===== config.mk =====
export PLATFORM = sky130hd
export DESIGN_NAME = quote_aware_delimiter_tokenizer
export DESIGN_NICKNAME = d
export VERILOG_FILES = /design/src/hdl/qadt_pkg.sv /design/src/hdl/qadt_core.sv /design/src/hdl/qadt_fifo.sv /design/src/hdl/quote_aware_delimiter_tokenizer.sv
export SDC_FILE = /design/constraint.sdc
export NUM_CORES = 1
export LEC_CHECK = 0
export ABC_AREA = 1
export ABC_CLOCK_PERIOD_IN_PS = 9600
export BUFFER_PORTS_ARGS = -buffer_cell sky130_fd_sc_hd__buf_2
export CORE_MARGIN = 2
export CORE_UTILIZATION = 35
export CTS_BUF_LIST = sky130_fd_sc_hd__clkbuf_4 sky130_fd_sc_hd__clkbuf_8
export DETAILED_ROUTE_END_ITERATION = 10
export GPL_TIMING_DRIVEN = 0
export PLACE_DENSITY_LB_ADDON = 0.2
export SLEW_MARGIN = 10
export SYNTH_ARGS = -nofsm -noshare
export SYNTH_HDL_FRONTEND = slang
export SYNTH_SLANG_ARGS = --single-unit
export TNS_END_PERCENT = 100

===== constraint.sdc =====
create_clock -name clk -period 9.6 [get_ports clk]
set_input_delay 2.88 -clock clk [delete_from_list [all_inputs] [get_ports clk]]
set_output_delay 2.88 -clock clk [all_outputs]
set_load 0.02 [all_outputs]

===== src/hdl/qadt_pkg.sv =====
`default_nettype none

package qadt_pkg;

    localparam int MAX_DELIMITER_DEFAULT = 4;
    localparam int POSITION_BITS_DEFAULT = 16;

    // Configuration register indexes
    localparam logic [1:0] REG_DELIMITER_BYTES  = 2'd0;
    localparam logic [1:0] REG_DELIMITER_LENGTH = 2'd1;
    localparam logic [1:0] REG_QUOTE_AWARE      = 2'd2;

    localparam logic [31:0] DELIMITER_BYTES_RESET  = 32'd44;
    localparam logic [2:0]  DELIMITER_LENGTH_RESET = 3'd1;
    localparam logic        QUOTE_AWARE_RESET      = 1'b0;

    // Locked quote kind
    localparam logic [1:0] QUOTE_NONE   = 2'd0;
    localparam logic [1:0] QUOTE_DOUBLE = 2'd1;
    localparam logic [1:0] QUOTE_SINGLE = 2'd2;
    localparam logic [7:0] CH_DQUOTE    = 8'h22;
    localparam logic [7:0] CH_SQUOTE    = 8'h27;

    typedef struct packed {
        logic [31:0] delimiter_bytes;
        logic [2:0]  delimiter_length;
        logic        quote_aware;
    } qadt_cfg_t;

    typedef struct packed {
        logic        overflow;
        logic        final_token;
        logic [15:0] token_length;
        logic [15:0] token_start;
    } qadt_result_t;

    // Up to two tokens leave the decide logic for one byte
    typedef struct packed {
        logic [1:0]   count;
        qadt_result_t first;
        qadt_result_t second;
    } qadt_push_t;

endpackage

`default_nettype wire


===== src/hdl/qadt_core.sv =====
`default_nettype none

module qadt_core #(
    parameter int MAX_DELIMITER = 4,
    parameter int POSITION_BITS = 16
) (
    input  wire logic                  clk,
    input  wire logic                  rst_n,
    input  wire qadt_pkg::qadt_cfg_t   cfg,
    input  wire logic                  in_valid,
    output logic                       in_ready,
    input  wire logic [7:0]            in_byte,
    input  wire logic                  in_last,
    input  wire logic                  space_ok,
    output qadt_pkg::qadt_push_t       push
);
    import qadt_pkg::*;

    localparam int CAP = (MAX_DELIMITER < 4) ? MAX_DELIMITER : 4;
    localparam int PB  = POSITION_BITS;

    logic          in_valid_reg, in_valid_next;
    logic [7:0]    in_byte_reg,  in_byte_next;
    logic          in_last_reg,  in_last_next;

    logic [7:0]    win_reg [CAP];
    logic [7:0]    win_next [CAP];
    logic [2:0]    fill_reg,  fill_next;
    logic [PB-1:0] head_reg,  head_next;
    logic [PB-1:0] cs_reg,    cs_next;
    logic [PB-1:0] cl_reg,    cl_next;
    logic [1:0]    skip_reg,  skip_next;
    logic [1:0]    lq_reg,    lq_next;
    logic          ign_reg,   ign_next;
    logic          ovf_reg,   ovf_next;

    logic [2:0]    len;
    logic          fire;

    function automatic logic [15:0] low16(input logic [PB-1:0] v);
        logic [PB+15:0] w;
        w = {16'd0, v};
        return w[15:0];
    endfunction

    always_comb
    begin
        if (cfg.delimiter_length == 3'd0)
            len = 3'd1;
        else if (cfg.delimiter_length > 3'(CAP))
            len = 3'(CAP);
        else
            len = cfg.delimiter_length;
    end

    assign fire     = in_valid_reg && space_ok;
    assign in_ready = !in_valid_reg || fire;

    always_comb
    begin
        in_valid_next = in_valid_reg;
        in_byte_next  = in_byte_reg;
        in_last_next  = in_last_reg;
        if (in_valid && in_ready)
        begin
            in_valid_next = 1'b1;
            in_byte_next  = in_byte;
            in_last_next  = in_last;
        end
        else if (fire)
        begin
            in_valid_next = 1'b0;
        end
    end

    always_comb
    begin
        logic          active;
        logic          hit;
        logic          matched;
        logic [7:0]    b;
        logic [PB-1:0] m_start;
        logic [PB-1:0] m_len;

        active  = 1'b0;
        hit     = 1'b0;
        matched = 1'b0;
        b       = 8'd0;
        m_start = cs_reg;
        m_len   = cl_reg;

        for (int i = 0; i < CAP; i++)
            win_next[i] = win_reg[i];
        fill_next = fill_reg;
        head_next = head_reg;
        cs_next   = cs_reg;
        cl_next   = cl_reg;
        skip_next = skip_reg;
        lq_next   = lq_reg;
        ign_next  = ign_reg;
        ovf_next  = ovf_reg;
        push      = '0;

        if (fire)
        begin
            ovf_next = ovf_reg | (head_reg == {PB{1'b1}});
            for (int i = CAP - 1; i > 0; i--)
                win_next[i] = win_reg[i - 1];
            win_next[0] = in_byte_reg;
            head_next = head_reg + {{(PB-1){1'b0}}, 1'b1};
            fill_next = (fill_reg < len) ? fill_reg + 3'd1 : len;

            // Oldest position first; only the one a full window back can match
            for (int off = CAP - 1; off >= 0; off--)
            begin
                if (in_last_reg)
                    active = 3'(off) < fill_next;
                else
                    active = (fill_next == len) && (3'(off) == len - 3'd1);
                if (active)
                begin
                    if (skip_next != 2'd0)
                    begin
                        skip_next = skip_next - 2'd1;
                    end
                    else
                    begin
                        b = win_next[off];
                        if (cfg.quote_aware)
                        begin
                            if (lq_next == QUOTE_NONE)
                            begin
                                if (b == CH_DQUOTE)
                                begin
                                    lq_next  = QUOTE_DOUBLE;
                                    ign_next = 1'b1;
                                end
                                else if (b == CH_SQUOTE)
                                begin
                                    lq_next  = QUOTE_SINGLE;
                                    ign_next = 1'b1;
                                end
                            end
                            else if (b == ((lq_next == QUOTE_DOUBLE) ? CH_DQUOTE : CH_SQUOTE))
                            begin
                                ign_next = !ign_next;
                            end
                        end
                        hit = !(cfg.quote_aware && ign_next) && (3'(off + 1) == len);
                        for (int k = 0; k <= off; k++)
                            if (win_next[off - k] != cfg.delimiter_bytes[8*k +: 8])
                                hit = 1'b0;
                        if (hit)
                        begin
                            matched   = 1'b1;
                            m_start   = cs_next;
                            m_len     = cl_next;
                            cs_next   = head_reg - PB'(off) + PB'(len);
                            cl_next   = '0;
                            skip_next = 2'(len - 3'd1);
                        end
                        else
                        begin
                            cl_next = cl_next + {{(PB-1){1'b0}}, 1'b1};
                        end
                    end
                end
            end

            push.first.token_start  = low16(m_start);
            push.first.token_length = low16(m_len);
            push.first.final_token  = 1'b0;
            push.first.overflow     = ovf_next;

            if (in_last_reg)
            begin
                if (matched)
                begin
                    push.count                = 2'd2;
                    push.second.token_start  = low16(cs_next);
                    push.second.token_length = low16(cl_next);
                    push.second.final_token  = 1'b1;
                    push.second.overflow     = ovf_next;
                end
                else
                begin
                    push.count              = 2'd1;
                    push.first.token_start  = low16(cs_next);
                    push.first.token_length = low16(cl_next);
                    push.first.final_token  = 1'b1;
                end
                // Start a fresh buffer
                for (int i = 0; i < CAP; i++)
                    win_next[i] = 8'd0;
                fill_next = 3'd0;
                head_next = '0;
                cs_next   = '0;
                cl_next   = '0;
                skip_next = 2'd0;
                lq_next   = QUOTE_NONE;
                ign_next  = 1'b0;
                ovf_next  = 1'b0;
            end
            else if (matched)
            begin
                push.count = 2'd1;
            end
        end
    end

    always_ff @(posedge clk or negedge rst_n)
    begin
        if (!rst_n)
        begin
            in_valid_reg <= 1'b0;
            for (int i = 0; i < CAP; i++)
                win_reg[i] <= 8'd0;
            fill_reg <= 3'd0;
            head_reg <= '0;
            cs_reg   <= '0;
            cl_reg   <= '0;
            skip_reg <= 2'd0;
            lq_reg   <= QUOTE_NONE;
            ign_reg  <= 1'b0;
            ovf_reg  <= 1'b0;
        end
        else
        begin
            in_valid_reg <= in_valid_next;
            for (int i = 0; i < CAP; i++)
                win_reg[i] <= win_next[i];
            fill_reg <= fill_next;
            head_reg <= head_next;
            cs_reg   <= cs_next;
            cl_reg   <= cl_next;
            skip_reg <= skip_next;
            lq_reg   <= lq_next;
            ign_reg  <= ign_next;
            ovf_reg  <= ovf_next;
        end
    end

    always_ff @(posedge clk)
    begin
        in_byte_reg <= in_byte_next;
        in_last_reg <= in_last_next;
    end

endmodule

`default_nettype wire


===== src/hdl/qadt_fifo.sv =====
`default_nettype none

module qadt_fifo (
    input  wire logic                   clk,
    input  wire logic                   rst_n,
    input  wire qadt_pkg::qadt_push_t   push,
    output logic                        space_ok,
    output logic                        out_valid,
    input  wire logic                   out_ready,
    output qadt_pkg::qadt_result_t      out_item
);
    import qadt_pkg::*;

    qadt_result_t mem [4];
    logic [1:0]   wr_ptr_reg, wr_ptr_next;
    logic [1:0]   rd_ptr_reg, rd_ptr_next;
    logic [2:0]   count_reg,  count_next;
    logic         pop;

    assign out_valid = count_reg != 3'd0;
    assign pop       = out_valid && out_ready;
    assign space_ok  = count_reg <= 3'd2;
    assign out_item  = mem[rd_ptr_reg];

    always_comb
    begin
        wr_ptr_next = wr_ptr_reg + push.count;
        rd_ptr_next = rd_ptr_reg + {1'b0, pop};
        count_next  = count_reg + {1'b0, push.count} - {2'b00, pop};
    end

    always_ff @(posedge clk)
    begin
        if (push.count != 2'd0)
            mem[wr_ptr_reg] <= push.first;
        if (push.count == 2'd2)
            mem[wr_ptr_reg + 2'd1] <= push.second;
    end

    always_ff @(posedge clk or negedge rst_n)
    begin
        if (!rst_n)
        begin
            wr_ptr_reg <= 2'd0;
            rd_ptr_reg <= 2'd0;
            count_reg  <= 3'd0;
        end
        else
        begin
            wr_ptr_reg <= wr_ptr_next;
            rd_ptr_reg <= rd_ptr_next;
            count_reg  <= count_next;
        end
    end

endmodule

`default_nettype wire


===== src/hdl/quote_aware_delimiter_tokenizer.sv =====
// Splits a byte stream into tokens at a delimiter of one to four bytes and
// reports each token as its start position and length, the final token of a
// buffer (the byte with tlast) always included and flagged with tlast. With
// quote_aware set, the first double or single quote locks the quote kind and
// each occurrence of that kind toggles a mode in which delimiters are ignored.
// Rate: one byte per cycle while the token queue has room. A byte passes an
// input register, one pass of window compare and token bookkeeping, then a
// four-entry token queue; a byte leaves the input register only while the
// queue has at least two free entries. Tokens leave at one per cycle while
// m_tready is high; a byte that closes a token and the buffer yields two.
// Configuration writes are taken in any cycle and belong between buffers.
`default_nettype none

module quote_aware_delimiter_tokenizer #(
    parameter int MAX_DELIMITER = qadt_pkg::MAX_DELIMITER_DEFAULT,
    parameter int POSITION_BITS = qadt_pkg::POSITION_BITS_DEFAULT
) (
    input  wire logic        clk,
    input  wire logic        rst_n,
    input  wire logic        s_tvalid,
    output logic             s_tready,
    input  wire logic [7:0]  s_tdata,   // [7:0] data_byte
    input  wire logic        s_tlast,   // last_byte
    output logic             m_tvalid,
    input  wire logic        m_tready,
    output logic [31:0]      m_tdata,   // [15:0] token_start, [31:16] token_length
    output logic             m_tlast,   // final_token
    output logic [0:0]       m_tuser,   // [0] overflow
    input  wire logic        cfg_valid,
    output logic             cfg_ready,
    input  wire logic [1:0]  cfg_index,
    input  wire logic [31:0] cfg_data
);
    import qadt_pkg::*;

    qadt_cfg_t    cfg_reg, cfg_next;
    qadt_push_t   push;
    qadt_result_t out_item;
    logic         space_ok;

    assign cfg_ready = 1'b1;

    always_comb
    begin
        cfg_next = cfg_reg;
        if (cfg_valid)
        begin
            unique case (cfg_index)
                REG_DELIMITER_BYTES:  cfg_next.delimiter_bytes  = cfg_data;
                REG_DELIMITER_LENGTH: cfg_next.delimiter_length = cfg_data[2:0];
                REG_QUOTE_AWARE:      cfg_next.quote_aware      = cfg_data[0];
                default:              cfg_next = cfg_reg;
            endcase
        end
    end

    always_ff @(posedge clk or negedge rst_n)
    begin
        if (!rst_n)
        begin
            cfg_reg.delimiter_bytes  <= DELIMITER_BYTES_RESET;
            cfg_reg.delimiter_length <= DELIMITER_LENGTH_RESET;
            cfg_reg.quote_aware      <= QUOTE_AWARE_RESET;
        end
        else
        begin
            cfg_reg <= cfg_next;
        end
    end

    qadt_core #(
        .MAX_DELIMITER (MAX_DELIMITER),
        .POSITION_BITS (POSITION_BITS)
    ) u_core (
        .clk      (clk),
        .rst_n    (rst_n),
        .cfg      (cfg_reg),
        .in_valid (s_tvalid),
        .in_ready (s_tready),
        .in_byte  (s_tdata),
        .in_last  (s_tlast),
        .space_ok (space_ok),
        .push     (push)
    );

    qadt_fifo u_fifo (
        .clk       (clk),
        .rst_n     (rst_n),
        .push      (push),
        .space_ok  (space_ok),
        .out_valid (m_tvalid),
        .out_ready (m_tready),
        .out_item  (out_item)
    );

    assign m_tdata = {out_item.token_length, out_item.token_start};
    assign m_tlast = out_item.final_token;
    assign m_tuser = out_item.overflow;

endmodule

`default_nettype wire


==> results.yml, run 1 <==
status:
  status: "completed"
layout:
  largest_reg_flops: 136
  nFillCells: 6129
  syn_to_final_growth_pct: 12.9
  drive_gt1_share_pct: 11.3
  design.final.nets: 3075
hold_path:
  hold_path_class: "reg2reg"
grt:
  grt_start_max_net_pins: 75
  grt.total_usage_pct: 26.7
  first_global_vias: 19700
  antenna_found_initial: 1
  grt_overflow: 0
  grt_first_pass_wirelength_um: 121000
sta:
  finalCritPeriodShare_pct: 82.7
  setup_violations: 0
  max_freq_mhz: 126
  max_slew_margin_pct: 22.2
  holdWs_ns: 0.494
  drv_slew: 0
  fin_skew_ns: 0.0470
  worst_pin_slew_ns: 1.15
  layout_setup_ws_ns: 1.66
  rsz0062_at_grt: "false"
  period_minus_slack_ns: 7.94
  hold_viol: 0
synthesis:
  ys_types: 68
  synth-main-ff-cell: "edfxtp_1"
  avgSynthCellArea_um2: 7.21
  yosysMostFrequentCell: "nand2_1"
  syn_area_mm2: 0.0203
  ys_seq_area_share_pct: 36.8
  yosys-top-cells-count: "nand2_1, nor2_1, inv_1, o21ai_0, nand3_1"
  ys_seq_elements: 270
  synthArstFlopShare_pct: 46.3
  yosys.area.top_type_share_pct: 21.4
  synthCells: 2823
  syn_nets: 2932
  synth-edff-count: 145
  yosys-top-cells-area: "edfxtp_1, dfrtp_1, nand2_1"
  yosys_warnings: 0
  synth_top_cell_by_area: "edfxtp_1"
placed_design:
  gp_congestion: 0.938
  hpwl_um: 63900
  portBuffers: 83
  place_ws_ns: 1.58
detailed_routing:
  wl_um: 80500
  ant_nets: 0
  first_pass_iters: 5
  drt_iter0_drc: 1601
  num_vias: 20100
  drc: 0
  avgRoutedWirePerCell_um: 21.3
  viasPerCell: 5.34
floorplan:
  die_h_um: 245
  rows: 88
  die_area_mm2: 0.0601
  io-pin-count: 85
  core_mm2: 0.0576
  start_util_pct: 35.3
  die_x_um: 245
clock_tree:
  clk_pin_slew_ns: 0.06
  clkLatencyLatePin_ns: 0.67
  cts-htree-levels: 2
  cts_made_buffers: 52
  cts_sinks: 270
  cts_tree: "done"
  cts_setup_buffers: 0
  root_buffer: "clkbuf_8"
  clockBufferDepth: 3
  hold_buffers: 0
  cts.repair.resized: 0
pwr:
  ir_worst_vdd_mv: 0.158
  switching_power_w: 0.00311
  p_int_w: 0.00303
  p_comb_share_pct: 53.5
  power_density_mw_per_mm2: 267
  power.share.clock_pct: 19.5
  switching_share_pct: 50.6
  seq_power_share_pct: 27.0
  p_leak_nw: 9.97
worst_setup_path:
  slowest_stage: "nor2_1"
  worstPathRequired_ns: 9.95
  crit_path_end_kind: "flop"
  cp_max_fo: 20
  worstSetupPathType: "reg2reg"
  start_kind: "flop"
  cp_slowest_stage_delay_ns: 0.66
  crit_top_cell: "nand2_1"
  arrival_ns: 8.29
flow_run:
  max_cap_violations: 0
## cells by family (layout without fill, tap and decap cells)
group           count (synthesis)  count (layout)  synth area share, %
simple gates                 1342            1342                 29.6
mux                             8               8                0.443
flops                         270             270                 36.8
compound gates                565             565                 15.5
fa+ha+maj                      61              61                 3.97
other cells                     1               2               0.0184
buf+inv                       469             651                 9.00
xor+xnor                      107             107                 4.64
## path summary, 6_finish.rpt
kind / startpoint / end / slack (ns) / cells past startpoint
max: cfg_reg[3] / u_fifo.mem[0][28] / 1.66 / 43
min reg2reg: u_fifo.count_reg[2] / u_fifo.count_reg[2] / 0.49 / 1
min: u_fifo.count_reg[2] / u_fifo.count_reg[2] / 0.49 / 1
max reg2reg: cfg_reg[3] / u_fifo.mem[0][28] / 1.66 / 43
max in group asynchronous: rst_n / u_fifo.count_reg[2] / 6.67 / 2
min in group asynchronous: rst_n / u_core.cs_reg[12] / 2.13 / 1
## per-layer routing
metal | wire length [um] | share of wire [%] | track usage (%)
met5 | 0 | 0 | 0
met4 | 3840 | 4.8 | 11.9
met3 | 3980 | 4.9 | 2.61
met2 | 38900 | 48 | 46.6
met1 | 33800 | 42 | 33.2
## critical path: cells and delay by family, from the launching register on
kind,cells,cell delay [ns]
AOI/OAI and AO/OA,3,0.84
adders and majority gates,2,0.40
buffers and inverters,8,1.48
DFF,1,0.62
and+or+nand+nor,30,4.27
## layout by cell type, fill, tap and decap left out, types with 19 or more instances in the layout
cell | netlist | final
nand2_1 | 632 | 632
nor3_1 | 37 | 37
inv_2 | 20 | 20
o21ai_0 | 216 | 212
buf_2 | 13 | 95
inv_1 | 319 | 319
edfxtp_1 | 145 | 145
o22ai_1 | 86 | 86
nand4_1 | 73 | 73
nor2_1 | 326 | 326
nor2_2 | 19 | 19
clkbuf_1 | 89 | 89
xor2_1 | 91 | 91
clkbuf_8 | 0 | 53
nand2_2 | 20 | 20
nand3_1 | 152 | 152
ha_1 | 55 | 55
a21oi_1 | 91 | 90
nor4_1 | 28 | 28
o21ai_1 | 96 | 96
dfrtp_1 | 121 | 121
## power by group through the flow
stage	clock (W)	sequential [W]	combinational [W]
after global routing	0.00128	0.00168	0.00359
final	0.00120	0.00166	0.00328
after floorplan	0	0.00161	0.00212
after detailed placement	0	0.00167	0.00326
after global placement	0	0.00169	0.00322
after CTS	0.00123	0.00165	0.00327
## stage by stage
| stage | TNS, ns | area (um^2) | utilization (%) | std cells | power [W] |
|---|---|---|---|---|---|
| after floorplan | 0 | 20300 | - | 2823 | 0.00373 |
| after global placement | -108.69 | 21700 | 37.7 | 3671 | 0.00490 |
| after detailed placement | 0 | 21900 | 38.1 | 3677 | 0.00494 |
| after CTS | 0 | 23000 | 39.9 | 3770 | 0.00616 |
| after global routing | 0 | 23000 | 39.9 | 3771 | 0.00655 |
| final | 0 | 23000 | 39.9 | 3771 | 0.00614 |
## final cells by class
type | count | area [um^2] | area share (%)
antenna | 1 | 2.50 | 0.0109
buffer | 123 | 527 | 2.29
clock buffer | 66 | 827 | 3.60
clock inverter | 27 | 231 | 1.01
inverter | 346 | 1310 | 5.68
multi-input combinational | 2084 | 11100 | 48.2
sequential | 270 | 7490 | 32.6
tap | 765 | 957 | 4.17
timing repair buffer | 89 | 563 | 2.45
(Power assumes the default switching activity.)
==> run 2: changes to the inputs <==
Settings changed: ABC_CLOCK_PERIOD_IN_PS 9600 to 8000.
Clock period 9.6 ns to 8 ns, I/O delays scaled along.
==> run 2 against run 1 <==
Compared with the run above: the run now ends with capacitance limit, slew limit left; final area grew 0.27%; critical path type unchanged; non-clock buffer count is 1 higher; via count fell by 0.30%; critical path depth shrank 9; largest cell class unchanged; first-iteration DRC count down 2.0%; final cell count is essentially flat; die area is the same; global-route usage unchanged.
==> results.yml, run 2 (synthesized netlist as in run 1, its figures left out) <==
sta:
  hold_viol: 0
  setup_violations: 0
  max_freq_mhz: 134
  max_slew_margin_pct: -3.10
  drv_slew: 6
  finalCritPeriodShare_pct: 93.0
  fin_skew_ns: 0.0498
  worst_pin_slew_ns: 1.53
  fin_setup_tns_ns: 0
  period_minus_slack_ns: 7.44
layout:
  design.final.nets: 3077
  multi_input_area_mm2: 0.0111
  syn_to_final_growth_pct: 13.2
  drive_gt1_share_pct: 11.7
  mostFrequentLayoutCell: "nand2_1"
  largest_reg_flops: 136
  finalCoreUtilization_pct: 40.0
  nFillCells: 6121
  ff_latch_area_mm2: 0.00749
  mostFrequentLayoutCells: "nand2_1, nor2_1, inv_1, o21ai_0, nand3_1"
worst_setup_path:
  worstPathRequired_ns: 8.39
  arrival_ns: 7.83
  crit_top_cell: "nand2_1"
  cp_slowest_stage_delay_ns: 0.65
  worstSetupPathType: "reg2reg"
  start_kind: "flop"
  cp_max_fo: 19
  crit_path_end_kind: "flop"
  slowest_stage: "clkbuf_1"
  reg2reg_slack_ns: 0.56
hold_path:
  hold_path_class: "reg2reg"
placed_design:
  gp_congestion: 0.938
  portBuffers: 83
  hpwl_um: 63900
pwr:
  power.share.clock_pct: 19.5
  seq_power_share_pct: 26.9
  ir_worst_vdd_mv: 0.189
  switching_share_pct: 50.7
  power_density_mw_per_mm2: 321
  p_comb_share_pct: 53.6
  p_int_w: 0.00364
  p_leak_nw: 9.99
  switching_power_w: 0.00374
clock_tree:
  cts_made_buffers: 52
  cts_tree: "done"
  clk_pin_slew_ns: 0.06
  cts-htree-levels: 2
  root_buffer: "clkbuf_8"
  clockBufferDepth: 3
  hold_buffers: 0
  clkLatencyLatePin_ns: 0.67
  cts_sinks: 270
detailed_routing:
  num_vias: 20100
  drt_iter0_drc: 1569
  avgRoutedWirePerCell_um: 21.4
  ant_nets: 0
  drc: 0
  viasPerCell: 5.32
  first_pass_iters: 6
  wl_um: 80600
grt:
  first_global_vias: 19700
  grt_first_pass_wirelength_um: 121000
  grt_start_max_net_pins: 75
  grt.total_usage_pct: 26.7
  grt_overflow: 0
  antenna_found_initial: 1
floorplan:
  die_x_um: 245
  start_util_pct: 35.3
  io-pin-count: 85
  die_area_mm2: 0.0601
  rows: 88
  core_mm2: 0.0576
  die_h_um: 245
status:
  status: "finished, violations left"
  violations: "capacitance limit, slew limit"
flow_run:
  max_cap_violations: 1
[run 2: area by class of cell]
cell class	count	share of cell area [%]
Sequential cell	270	32.5
Clock buffer	66	3.59
Timing Repair Buffer	90	2.53
Antenna cell	1	0.0109
Buffer	123	2.30
Tap cell	765	4.15
Multi-Input combinational cell	2085	48.2
Clock inverter	27	1.00
Inverter	346	5.66
[run 2: power groups by stage]
stage	combinational, W	clock, W	sequential, W
finish	0.00396	0.00144	0.00199
global route	0.00433	0.00154	0.00201
CTS	0.00393	0.00148	0.00198
detailed placement	0.00392	0	0.00201
global placement	0.00386	0	0.00203
floorplan	0.00254	0	0.00193
[run 2: through the flow]
| stage | instance area [um^2] | instances | worst slack [ns] | hold WS [ns] | total power [W] |
|---|---|---|---|---|---|
| 3_3_place_gp | 21700 | 3671 | -2.50 | 0.485 | 0.00589 |
| 4_1_cts | 23000 | 3770 | 0.00285 | 0.497 | 0.00739 |
| 5_1_grt | 23000 | 3773 | -0.00905 | 0.509 | 0.00788 |
| 2_1_floorplan | 20300 | 2823 | 1.09 | 0.464 | 0.00447 |
| 3_5_place_dp | 21900 | 3677 | -0.0203 | 0.485 | 0.00592 |
| 6_report | 23000 | 3773 | 0.558 | 0.494 | 0.00738 |
[run 2: routing by layer]
metal  wire length, um  share of wire (%)  track usage, %  up-vias
met2             39100                 49            46.6      673
met4              3730                4.6            11.9        0
met3              3680                4.6            2.61      163
met5                 0                  0               0        -
li1                  -                  -               -     9738
met1             34000                 42            33.2     9501
[run 2: critical path: cells and delay by family (launching register included)]
family,cells,cell delay (ns)
adder cells (fa/ha/maj),2,0.59
AND/OR/NAND/NOR,16,1.99
AO/OA/AOI/OAI,5,1.56
buffers and inverters,11,2.42
flip-flops,1,0.62
[run 2: repair_timing]
action / in CTS / in global routing
gates resized for setup: 1 / 14
setup endpoints to repair: 4 / 186
buffers inserted: 0 / 1
gates cloned: 0 / 1
[run 2: worst paths after layout]
check | start | endpoint | cells after the start
worst max-delay path | cfg_reg[3] | u_fifo.mem[1][21] | 34
worst min-delay path | u_fifo.count_reg[2] | u_fifo.count_reg[2] | 1
worst max register to register | cfg_reg[3] | u_fifo.mem[1][21] | 34
worst min register to register | u_fifo.count_reg[2] | u_fifo.count_reg[2] | 1
max in group asynchronous | rst_n | u_fifo.count_reg[2] | 2
min in group asynchronous | rst_n | u_core.cs_reg[12] | 1
==> run 3: changes to the inputs <==
Settings changed: ABC_CLOCK_PERIOD_IN_PS 8000 to 6800, SYNTH_HIERARCHICAL set to 1.
Clock period 8 ns to 6.8 ns, I/O delays scaled along.
==> run 3 against run 2 <==
Compared with the run above: the flow finishes with violations (DRC); non-clock buffer count rose by 49; first-iteration DRC count rose by 9.9%; flip-flop and latch count did not move; synthesized area rose by 2.9%; synthesized cell count rose by 4.6%; clock power rose by 22%; wire length fell by 3.4%; largest cell class unchanged.
==> results.yml, run 3 <==
grt:
  antenna_found_initial: 2
  grt_start_max_net_pins: 75
  first_global_vias: 20400
  grt_first_pass_wirelength_um: 119000
  grt.total_usage_pct: 24.5
  grt_overflow: 0
sta:
  finalCritPeriodShare_pct: 95.4
  fin_skew_ns: 0.0403
  layout_setup_ws_ns: 0.313
  max_freq_mhz: 154
  drv_slew: 0
  setup_violations: 0
  max_slew_margin_pct: 14.3
  hold_viol: 0
  period_minus_slack_ns: 6.49
  worst_pin_slew_ns: 1.29
  holdWs_ns: 0.469
floorplan:
  rows: 89
  start_util_pct: 35.4
  die_x_um: 249
  core_mm2: 0.0591
  die_h_um: 249
  io-pin-count: 85
  die_area_mm2: 0.0618
worst_setup_path:
  cp_max_fo: 9
  worstPathRequired_ns: 7.17
  worstSetupPathType: "reg2reg"
  start_kind: "flop"
  arrival_ns: 6.86
  slowest_stage: "a21oi_1"
  cp_slowest_stage_delay_ns: 0.88
  crit_path_end_kind: "flop"
synthesis:
  synth-main-ff-cell: "edfxtp_1"
  synthArstFlopShare_pct: 46.3
  yosys-top-cells-area: "edfxtp_1, dfrtp_1, nand2_1"
  ys_types: 67
  syn_area_mm2: 0.0209
  yosysMostFrequentCell: "nand2_1"
  ys_seq_elements: 270
  ys_seq_area_share_pct: 35.8
  yosys.area.top_type_share_pct: 20.8
  synth_top_cell_by_area: "edfxtp_1"
  synth-edff-count: 145
  yosys_warnings: 6
  yosys-top-cells-count: "nand2_1, nor2_1, o21ai_0, inv_1, nand3_1"
  avgSynthCellArea_um2: 7.09
  synthCells: 2954
status:
  status: "finished, violations left"
  violations: "DRC"
layout:
  nFillCells: 6216
  drive_gt1_share_pct: 14.7
  final_area_mm2: 0.0241
  syn_to_final_growth_pct: 15.1
  mostFrequentLayoutCell: "nand2_1"
  largest_reg_flops: 136
  design.final.nets: 3239
  mostFrequentLayoutCells: "nand2_1, nor2_1, o21ai_0, inv_1, nand3_1"
pwr:
  power_density_mw_per_mm2: 338
  p_leak_nw: 10.3
  ir_worst_vdd_mv: 0.178
detailed_routing:
  avgRoutedWirePerCell_um: 19.7
  drt_iter0_drc: 1724
  viasPerCell: 5.27
  ant_nets: 0
  wl_um: 77800
  first_pass_iters: 11
  num_vias: 20800
  drc: 1
hold_path:
  hold_path_class: "reg2reg"
placed_design:
  hpwl_um: 61000
  place_ws_ns: -1.03
  gp_congestion: 0.981
  portBuffers: 83
  dpl_cell_area_mm2: 0.0226
clock_tree:
  root_buffer: "clkbuf_8"
  cts-htree-levels: 2
  clockBufferDepth: 3
  cts_sinks: 270
  cts_tree: "done"
  clkLatencyLatePin_ns: 0.67
  clk_pin_slew_ns: 0.06
  cts_made_buffers: 52
flow_run:
  max_cap_violations: 0
run 3: cell count changes after synthesis, moves of 21 or more:
cell      change
buf_2        +21
clkbuf_1     -25
inv_1        -37
nand2_1     +109
o21ai_0      +82
o21ai_1      -26
o22ai_1      -38
xor2_1       -26
run 3: area by class of cell:
type / instances / area [um^2] / area share [%]
diodes: 1 / 2.50 / 0.0104
plain buffers: 148 / 826 / 3.43
clock buffers: 62 / 810 / 3.36
clock inverters: 36 / 310 / 1.29
inverters: 322 / 1220 / 5.06
multi-input cells: 2225 / 11600 / 48.3
flip-flops and latches: 270 / 7490 / 31.1
well taps: 773 / 967 / 4.02
repair buffers: 114 / 822 / 3.41
run 3: repair_timing:
item	4_1_cts	5_1_grt
setup endpoints to repair	274	274
hold buffers	0	0
pin swaps	4	9
cloned	0	2
setup buffers	10	11
gates resized for setup	13	26
run 3: cells by family (layout without fill, tap and decap cells):
logic type	count (synthesis)	in the layout	synth area share [%]
other	2	14	0.0359
flip-flops	270	270	35.8
AND/OR/NAND/NOR	1482	1482	31.6
buffers and inverters	470	682	9.69
XOR/XNOR	88	88	3.72
AO/OA/AOI/OAI	584	584	15.5
adder cells (fa/ha/maj)	58	58	3.68
run 3: layer usage:
metal,GRT usage [%],up-vias,wire length [um]
li1,-,10200,-
met1,31.5,9773,33300
met2,42.2,752,37700
met3,3.36,128,4610
met4,8.81,0,2260
met5,0,-,0
run 3: critical path: cells and delay by family (launching register included):
kind            cells  cell delay [ns]
simple gates       15             2.07
flops               1             0.44
compound gates      3             1.74
buf+inv             9             1.32
fa+ha+maj           2             0.62
run 3: path summary, 6_finish.rpt:
path                       slack [ns]  depth (start not counted)       start           endpoint
setup / recovery                 0.31                         29  cfg_reg[3]  u_fifo/mem[2][32]
hold / removal                   0.47                          2  cfg_reg[1]         cfg_reg[1]
setup reg to reg                 0.31                         29  cfg_reg[3]  u_fifo/mem[2][32]
hold reg to reg                  0.47                          2  cfg_reg[1]         cfg_reg[1]
max in group asynchronous        4.66                          2       rst_n   u_core/cs_reg[8]
min in group asynchronous        1.31                          1       rst_n        cfg_reg[26]
run 3: power by group:
group | total, W | switching (W) | internal (W)
registers | 0.00224 | 0.000230 | 0.00201
clock network | 0.00176 | 0.000805 | 0.000958
logic | 0.00415 | 0.00290 | 0.00125
total | 0.00815 | 0.00394 | 0.00421
run 3: through the flow:
stage,utilization (%),setup TNS [ns],std cells,total power (W)
after floorplan,-,-95.71,2965,0.00482
final,40.7,0,3951,0.00815
after global placement,37.8,-628.21,3821,0.00618
after detailed placement,38.2,-171.78,3829,0.00625
after global routing,40.7,-0.0310,3951,0.00867
after CTS,40.4,0,3937,0.00809
